File: config.mk
export PLATFORM = sky130hd
export DESIGN_NAME = gfla_ram
export DESIGN_NICKNAME = d
export VERILOG_FILES = /design/src/rtl/core/gfla_ram.sv
export SDC_FILE = /design/constraint.sdc
export NUM_CORES = 2
export LEC_CHECK = 0
export BUFFER_PORTS_ARGS = -buffer_cell sky130_fd_sc_hd__buf_2
export CORE_UTILIZATION = 45
export DETAILED_ROUTE_END_ITERATION = 10
export PLACE_DENSITY = 0.69
export SYNTH_ARGS = -nofsm -noshare
export SYNTH_HDL_FRONTEND = slang
export SYNTH_SLANG_ARGS = --single-unit
File: constraint.sdc
create_clock -name clock -period 5 [get_ports clock]
set_input_delay 1 -clock clock [delete_from_list [all_inputs] [get_ports clock]]
set_output_delay 1 -clock clock [all_outputs]
set_load 0.02 [all_outputs]
File: src/rtl/core/gfla_ram.sv
// ----------------------------------------------------------------------------
// gfla_ram
// generic single write port ram with one registered read port
// ----------------------------------------------------------------------------
module gfla_ram #(
   parameter int WIDTH = 8,
   parameter int DEPTH = 256
) (
   input  logic                     clock,
   input  logic                     wr_en,
   input  logic [$clog2(DEPTH)-1:0] wr_addr,
   input  logic [WIDTH-1:0]         wr_data,
   input  logic                     rd_en,
   input  logic [$clog2(DEPTH)-1:0] rd_addr,
   output logic [WIDTH-1:0]         rd_data
);

   logic [WIDTH-1:0] mem_ff [DEPTH];
   logic [WIDTH-1:0] rd_data_ff;

   always_ff @(posedge clock) begin
      if (wr_en) begin
         mem_ff[wr_addr] <= wr_data;
      end
      // read data holds while the reader is stalled
      if (rd_en) begin
         rd_data_ff <= mem_ff[rd_addr];
      end
   end

   assign rd_data = rd_data_ff;

endmodule

==> metrics <==
post-CTS setup buffer count=0; Critical Path Sink Type=flop; clk_skew=39.67 ps; crit start category=input pin; Critical Path RT=5560 ps; Worst Hold Slack=559.8 ps; Max Fanout on Critical Path=19; worst-case clock buffer depth=3; Post-layout nets=3892; top cell type's share of synthesized area=77.53%; die width=422.7 um; Worst Reg2Reg Path Length in Cells=6; Max-Cap Viols=0; # H-tree levels=4; core area=175900 um^2; Synth area leader=edfxtp_1; RSZ-0062 raised after global routing=no; Synth Register Bits=2056; syn_area_per_cell=21.33 um^2; vias=39019; slew margin rel.=19.33%; first-pass GRT wire length=274600 um; share of layout cells above drive strength 1=22.32%; Ports=35; Tot Pwr=35.40 mW; Yosys cell types=54; Post-synth EDFFs=2056; HP Class=input pin to flop; most common cell after layout, fill and taps aside=edfxtp_1; CP max stage delay=840 ps; final RePlAce weighted congestion=0.8609; Core Rows=154; Crit Path Category=input pin to flop; Num CTS Buffers=200; CTS sink cnt=2056; Clock transition at path regs=60 ps; Hold Path Depth=1; Peak VDD IR=0.2866 mV; Final Hold Fails=0; Skew-Pair Late Insertion Delay=830 ps; post-cts sizing count=0; Post-Syn Area=79640 um^2; Worst path depth=9; P&R area growth vs syn=11.80%; largest net degree at the start of global routing=176; fmax=266.8 MHz; Cell Chain, Critical Path=buf_4 -> buf_4 -> buf_4 -> nand2_1 -> o221ai_1 -> nor2_1 -> nor4_1 -> buf_4 -> nor4_1; max-slew violation count=0; syn nets=3760; WL/cell=29.84 um; die area=178700 um^2; # DRC=0; CTS tree=done; WP buf/inv=4; CP arrival=4310 ps; most used cell along the critical path=buf_4; synth warn=0; Slew @ Worst Pin=1210 ps; drt total wl=190100 um; initial core utilization=45.27%; initial antenna violation count=10; cell count after synthesis=3733; Pre-Repair DR Iteration Count=8; outcome=completed; most frequent cells in the layout=2056 x edfxtp_1, 454 x mux4_2, 279 x nor2_1; Die Y-Extent=422.7 um; Final min period=3748 ps; setup tns final=0 ps; Final period util=74.96%; CP top delay family=simple AND/OR/NAND/NOR gates; Iteration-0 DRC Markers=5026; power density cells=397.6 nW/um^2; DP Wirelength=116800 um; CP max-delay cell=nor4_1; Post-synth ARST share=0%; Leak=27.24 nW; Post-CTS Hold Fix Bufs=0; Setup violations, final=0; port buffer count=34; post-route ant nets=0; sequential cell area fraction in the yosys report=77.53%; gr ovfl total=0; vias in the first global route=38370; largest cells by area after synthesis=edfxtp_1 78%, mux4_2 13%, mux2i_1 1.7%; Tot GR Track Use=21.25%; Post-synth top flop=edfxtp_1; Avg Vias per Cell=6.123; CTS root buffer=clkbuf_16
==> metrics by stage <==
stage / cells / worst slack (ps) / util [%] / instance area, um^2
3_3_place_gp: 6003 / 449.4 / 47.00 / 82680
6_report: 6373 / 1252 / 50.61 / 89030
2_1_floorplan: 3733 / 1924 / - / 79640
4_1_cts: 6368 / 1354 / 50.60 / 89020
3_5_place_dp: 6003 / 496.2 / 47.00 / 82680
5_1_grt: 6370 / 1144 / 50.60 / 89020
==> cells in the mapped netlist, types with 3 or more instances <==
master and number:
nor2_1 282, o22a_1 5, a22o_1 8, a22oi_1 133
nor4_1 24, o221ai_1 46, or2_2 4, mux4_2 454
buf_1 22, buf_12 8, nand3_1 34, a211oi_1 16
o32ai_1 4, nand2b_1 8, buf_2 31, nand2_1 33
buf_6 21, nand4_1 10, and2_1 6, o22ai_1 28
mux2i_1 134, edfxtp_1 2056, nor4_2 3, nor2b_1 31
o211ai_1 10, nor3_1 22, o21ai_0 10, a221oi_1 13
buf_8 13, a21oi_1 96, clkbuf_1 111, buf_4 27
==> flip-flops by register name (all words and copies together), names as in the netlist <==
signal   flops
rd_data      8
mem_ff    2048
==> final timing paths <==
path | to | start | slack [ps]
setup reg to reg | rd_data[3] | mem_ff[24][3] | 1800
hold / removal | rd_data[4] | rd_en | 560
hold reg to reg | rd_data[3] | mem_ff[40][3] | 1170
setup / recovery | rd_data[4] | rd_addr[2] | 1250
==> cells by family (layout without fill, tap and decap cells) <==
group                  count (synthesis)  in the layout  share of synthesized area, %
muxes                                591            591                         14.60
AOI/OAI and AO/OA                    385            385                         3.416
DFF                                 2056           2056                         77.53
and+or+nand+nor                      466            466                         2.625
other                                  0              5                             0
buffers and inverters                235            530                         1.829
==> area by class of cell <==
class	instances	area (um^2)
diodes	5	12.51
clock buffers	251	5260
clock inverters	114	1080
fillers	13526	86890
inverters	2	7.507
multi-input cells	1442	16490
flip-flops and latches	2056	61740
well taps	2340	2928
repair buffers	163	1516
==> where the power goes <==
group | total [mW] | internal [mW] | switching (mW)
registers | 19.0 | 19.0 | 0.0180
clock network | 14.7 | 8.29 | 6.38
logic | 1.70 | 0.584 | 1.12
total | 35.4 | 27.9 | 7.52
==> layer usage <==
metal / routed length (um) / track usage, %
met1: 75470 / 30.57
met2: 89990 / 32.75
met3: 18050 / 3.913
met4: 6624 / 7.337
met5: 13 / 0
No activity file was read; power rests on OpenSTA's default activity.
