[src/rtl/core/gfla_pkg.sv]
// ----------------------------------------------------------------------------
// gfla_pkg
// shared types and constants of the gf(2^m) log/antilog arithmetic unit
// ----------------------------------------------------------------------------
package gfla_pkg;

   localparam int MAX_SYMBOL_BITS = 8;
   localparam int SYM_BITS        = 8;
   localparam int TBL_DEPTH       = 256;
   localparam int TBL_ADDR_BITS   = 8;
   localparam int POLY_BITS       = 9;
   localparam int WIDTH_BITS      = 4;
   localparam int CSR_INDEX_BITS  = 4;

   // configuration register indexes
   localparam logic [CSR_INDEX_BITS-1:0] CSR_FIELD_POLYNOMIAL = 4'd0;
   localparam logic [CSR_INDEX_BITS-1:0] CSR_SYMBOL_BITS      = 4'd1;

   typedef enum logic [1:0] {
      CMD_MUL    = 2'd0,
      CMD_DIV    = 2'd1,
      CMD_LOAD   = 2'd2,
      CMD_HORNER = 2'd3
   } cmd_type;

   // table write port driven by the builder, plus its done flag
   typedef struct packed {
      logic                     log_we;
      logic [TBL_ADDR_BITS-1:0] log_addr;
      logic [SYM_BITS-1:0]      log_data;
      logic                     alog_we;
      logic [TBL_ADDR_BITS-1:0] alog_addr;
      logic [SYM_BITS-1:0]      alog_data;
      logic                     ready;
   } tbl_wr_type;

endpackage

[src/rtl/core/gfla_table_builder.sv]
// ----------------------------------------------------------------------------
// gfla_table_builder
// fills the log and antilog tables from the field polynomial
// ----------------------------------------------------------------------------
module gfla_table_builder (
   input  logic                           clock,
   input  logic                           reset,
   input  logic                           start,
   input  logic [gfla_pkg::SYM_BITS-1:0]  poly,
   input  logic [gfla_pkg::SYM_BITS-1:0]  ms,
   input  logic [2:0]                     top_bit,
   output gfla_pkg::tbl_wr_type           tbl_wr
);
   import gfla_pkg::*;

   typedef enum logic [1:0] {
      ST_CLEAR,
      ST_SEQ,
      ST_LOG0,
      ST_DONE
   } state_type;

   state_type             state_ff, state_in;
   logic [SYM_BITS-1:0]   cnt_ff, cnt_in;
   logic [SYM_BITS-1:0]   x_ff, x_in;
   logic [SYM_BITS-1:0]   x_next;

   // next power of alpha: shift and reduce, kept to m bits
   assign x_next = ((x_ff << 1) & ms) ^ (x_ff[top_bit] ? poly : '0);

   always_comb begin
      state_in = state_ff;
      cnt_in   = cnt_ff;
      x_in     = x_ff;
      tbl_wr   = '0;
      unique case (state_ff)
         ST_CLEAR: begin
            tbl_wr.log_we    = 1'b1;
            tbl_wr.log_addr  = cnt_ff;
            tbl_wr.log_data  = '0;
            tbl_wr.alog_we   = 1'b1;
            tbl_wr.alog_addr = cnt_ff;
            tbl_wr.alog_data = SYM_BITS'(1);
            cnt_in           = cnt_ff + 1'b1;
            if (cnt_ff == SYM_BITS'(TBL_DEPTH - 1)) begin
               state_in = ST_SEQ;
               cnt_in   = SYM_BITS'(1);
               x_in     = SYM_BITS'(1);
            end
         end
         ST_SEQ: begin
            tbl_wr.alog_we   = 1'b1;
            tbl_wr.alog_addr = cnt_ff;
            tbl_wr.alog_data = x_next;
            tbl_wr.log_we    = 1'b1;
            tbl_wr.log_addr  = x_next;
            tbl_wr.log_data  = cnt_ff;
            x_in             = x_next;
            cnt_in           = cnt_ff + 1'b1;
            if (cnt_ff == ms - 1'b1) begin
               state_in = ST_LOG0;
            end
         end
         ST_LOG0: begin
            // zero maps to the top exponent, written last
            tbl_wr.log_we   = 1'b1;
            tbl_wr.log_addr = '0;
            tbl_wr.log_data = ms;
            state_in        = ST_DONE;
         end
         ST_DONE: begin
            tbl_wr.ready = 1'b1;
         end
         default: begin
            state_in = ST_CLEAR;
         end
      endcase
      if (start) begin
         state_in = ST_CLEAR;
         cnt_in   = '0;
      end
   end

   always_ff @(posedge clock) begin
      if (reset) begin
         state_ff <= ST_CLEAR;
         cnt_ff   <= '0;
      end else begin
         state_ff <= state_in;
         cnt_ff   <= cnt_in;
      end
      x_ff <= x_in;
   end

endmodule

[config.mk]
export PLATFORM = sky130hd
export DESIGN_NAME = gfla_table_builder
export DESIGN_NICKNAME = d
export VERILOG_FILES = /design/src/rtl/core/gfla_pkg.sv /design/src/rtl/core/gfla_table_builder.sv
export SDC_FILE = /design/constraint.sdc
export NUM_CORES = 1
export LEC_CHECK = 0
export BUFFER_PORTS_ARGS = -buffer_cell sky130_fd_sc_hd__buf_2
export CAP_MARGIN = 20
export CORE_MARGIN = 3
export CORE_UTILIZATION = 45
export DETAILED_ROUTE_END_ITERATION = 8
export MAX_ROUTING_LAYER = met4
export PLACE_DENSITY = 0.77
export SETUP_SLACK_MARGIN = 0.5
export SYNTH_ARGS = -nofsm -noshare
export SYNTH_HDL_FRONTEND = slang
export SYNTH_SLANG_ARGS = --single-unit
[constraint.sdc]
create_clock -name clock -period 2 [get_ports clock]
set_input_delay 0 -clock clock [delete_from_list [all_inputs] [get_ports clock]]
set_output_delay 0 -clock clock [all_outputs]
set_load 0.02 [all_outputs]
==> impl_metrics.yaml <==
critical_path:
  critical-path-top-delay-family: "multiplexers"
  path_max_fanout: 4
  timing_worst_setup_path_type: "reg2out"
  reg2reg_slack_ns: -0.23
  critPathRequiredTime_ns: 2.00
  r2r_end: "x_ff[6]$_SDFFCE_PN0P_"
  cp_num_buf_inv: 1
  arrival_ns: 2.41
  path_depth: 7
  cp_slowest_cell: "mux4_2"
  reg2reg_from: "x_ff[2]$_SDFFCE_PN0P_"
  start_kind: "register"
  cpPeakStageDelay_ns: 0.54
  reg2reg_depth: 9
  crit_path_end_kind: "primary output"
  worstPathCellList: "mux4_2, mux2_4, nand2_2, xor2_1, nand2_1, a21oi_2, buf_4"
timing:
  tightest_slew_ns: 0.424
  rsz0062_at_grt: "yes"
  finalMaxSlewViolations: 0
  post-route-period-util_pct: 121
  final_hold_viol_count: 0
  clock_skew_ns: 0.00692
  min_period_ns: 2.41
  timing.fmax_mhz: 415
  setup_violations: 20
  setup_slack_ns: -0.411
  max_slew_margin_pct: 71.4
grt:
  grt_max_degree: 21
  grt_overflow: 0
  grt_usage_pct: 26.2
  grt_first_pass_wirelength_mm: 8.32
  grt_pass1_vias: 1797
  antenna_found_initial: 0
worst_hold_path:
  holdPathStages: 5
  hold_path.class: "in2reg"
  min_from: "poly[5]"
  hold_end: "x_ff[5]$_SDFFCE_PN0P_"
layout:
  finalInstanceArea_mm2: 0.00272
  antenna_cells: 0
  n_fill_cell: 167
  synthToLayoutAreaGrowth_pct: 74.0
  final_cells: 339
  multi_input_area_mm2: 0.00125
  drive_above_1_share_pct: 62.4
  seq_area_um2: 450
  fin_nets: 325
power:
  leakagePower_uw: 0.00119
  peakVddDrop_v: 0.000306
  p_per_area_mw_per_mm2: 289
synthesis:
  synth_cells: 205
  synth_compound_area_share_pct: 14.0
  synth-adder-area-share_pct: 5.61
  async_reset_ff_share_pct: 0
  syn-cell-area_mm2: 0.00156
  synth-simple-area-share_pct: 25.2
  synth_top_family_by_area: "simple AND/OR/NAND/NOR gates"
  seq_area_frac_synth_pct: 28.2
  synth_nets: 234
  yosys_warnings: 0
  synth_cell_types: 40
  avgSynthCellArea_um2: 7.62
  muxShareOfSynthArea_pct: 3.61
  synth-seq-cells: 18
  ys.flop_type: "dfxtp_1"
  synth_xor_area_share_pct: 13.5
  synth-edff-count: 8
floorplan:
  die_area_mm2: 0.00421
  ios: 57
  core_area_mm2: 0.00318
  rows: 20
  start_util_pct: 49.1
  die_w_um: 64.9
  die_h_um: 64.9
placed_design:
  post-dp-hpwl_mm: 3.45
  placed_cells: 306
  gp_congestion: 0.962
  preCtsSetupSlack_ns: 0.126
  portBuffers: 56
  place_area_mm2: 0.00203
drt:
  wl_met1_mm: 2.59
  route.met2.wl_mm: 3.46
  detailedRoute.firstIterationViolations: 292
  firstDrtPassIters: 5
  topRoutingLayerUsed: "met4"
  routed_wl_mm: 7.15
  met3_length_um: 836
  viasPerCell: 6.01
  drc: 0
  ant_nets: 0
  routedWlPerCell_um: 21.1
  vias: 2037
clock_tree:
  clockBufferDepth: 2
  cts_made_buffers: 3
  cts_sinks: 18
  h-tree-depth: 1
  insertion_delay_ns: 0.30
  cts_tree: "yes"
  clkTransAtPathRegs_ns: 0.12
  cts_root_buf: "clkbuf_4"
outcome:
  violations: "negative setup slack"
  outcome: "finished, violations left"
run:
  drv_cap: 0
==> logic make-up (layout without fill, tap and decap cells) <==
family / after synthesis / in the layout
buffers and inverters: 36 / 125
AND/OR/NAND/NOR: 83 / 83
XOR/XNOR: 24 / 24
multiplexers: 3 / 4
adder cells (fa/ha/maj): 7 / 7
flip-flops: 18 / 18
AO/OA/AOI/OAI: 34 / 34
==> cells in the final DEF, fill, tap and decap left out, drive strengths merged, types with 4 or more instances in the layout <==
cell         Yosys  final
a21oi           13     13
a22oi            8      8
and2             7      7
buf              5     93
clkbuf           9      5
dfxtp           10     10
dlygate4sd3      0      4
edfxtp           8      8
ha               7      7
inv             22     22
nand2           39     39
nor2            18     18
o21ai            4      4
xnor2           13     13
xor2            11     11
==> through the flow <==
stage                     power, µW  hold slack (ns)  utilization [%]  TNS (ns)
after floorplan                 465            0.167                -         0
after global placement          512            0.291             63.7         0
after CTS                       748            0.224             72.7     -1.51
final                           786            0.213             85.5     -4.16
after global routing            806            0.227             85.5     -5.30
after detailed placement        514            0.293             63.7         0
==> sequential cells by signal, indices dropped and copies added (netlist names) <==
| register | flops |
|---|---|
| x_ff | 8 |
| cnt_ff | 8 |
| state_ff | 2 |
==> final cells by class <==
type / instances / area share (%)
clock buffer: 4 / 1.34
inverter: 22 / 3.32
multi-input combinational: 152 / 46.2
tap: 44 / 2.03
sequential: 18 / 16.6
timing repair buffer: 98 / 30.3
timing repair inverter: 1 / 0.276
==> per-layer routing <==
metal  vias up  track usage (%)
li1        863                -
met1       965             31.4
met2       176             43.0
met3        33             4.33
met4         0             11.6
met5         -                -
==> worst reg2reg max path, cell delays in order, from the launching register on <==
cell and delay [ns]:
edfxtp_1 0.46, mux4_2 0.54, mux2_4 0.35, nand2_2 0.11
xor2_2 0.17, nand2_2 0.10, buf_4 0.15, buf_6 0.10
buf_6 0.10, inv_2 0.03
==> power by group <==
part / switching (µW) / total [µW] / internal (µW)
Sequential: 1.96 / 382 / 380
Combinational: 88.8 / 162 / 72.9
Clock: 131 / 242 / 111
Total: 221 / 786 / 564
==> Yosys cell counts, types with 2 or more instances <==
| cell type | count | area, µm² |
|---|---|---|
| a211oi_1 | 2 | 15.0 |
| a21oi_1 | 13 | 65.1 |
| a22oi_1 | 8 | 60.1 |
| and2_1 | 7 | 43.8 |
| buf_4 | 3 | 22.5 |
| clkbuf_1 | 9 | 33.8 |
| dfxtp_1 | 10 | 200 |
| edfxtp_1 | 8 | 240 |
| ha_1 | 7 | 87.6 |
| inv_1 | 22 | 82.6 |
| mux4_2 | 2 | 45.0 |
| nand2_1 | 39 | 146 |
| nand3_1 | 3 | 15.0 |
| nand4_1 | 3 | 18.8 |
| nor2_1 | 18 | 67.6 |
| nor3_1 | 3 | 15.0 |
| o21ai_0 | 3 | 15.0 |
| xnor2_1 | 13 | 114 |
| xor2_1 | 11 | 96.3 |
==> repair_timing <==
action | in CTS | in global routing
setup endpoints to repair | 58 | 61
resized for setup | 41 | 86
cloned | 3 | 1
hold endpoints to repair | 5 | 0
hold buffers | 4 | 0
setup buffers | 11 | 10
pin swaps | 9 | 30
==> how the worst max path moves through the flow <==
stage	start	end	slack, ns
global route	x_ff[2]$_SDFFCE_PN0P_	tbl_wr[29]	-0.48
floorplan	cnt_ff[1]$_SDFFE_PP0P_	state_ff[0]$_SDFFE_PP0P_	0.19
CTS	x_ff[0]$_SDFFCE_PN1P_	tbl_wr[31]	-0.17
detailed placement	x_ff[2]$_SDFFCE_PN0P_	tbl_wr[32]	0.13
finish	x_ff[2]$_SDFFCE_PN0P_	tbl_wr[29]	-0.41
global placement	x_ff[1]$_SDFFCE_PN0P_	tbl_wr[32]	0.15
Note: power is estimated with default switching activity, not from simulation.
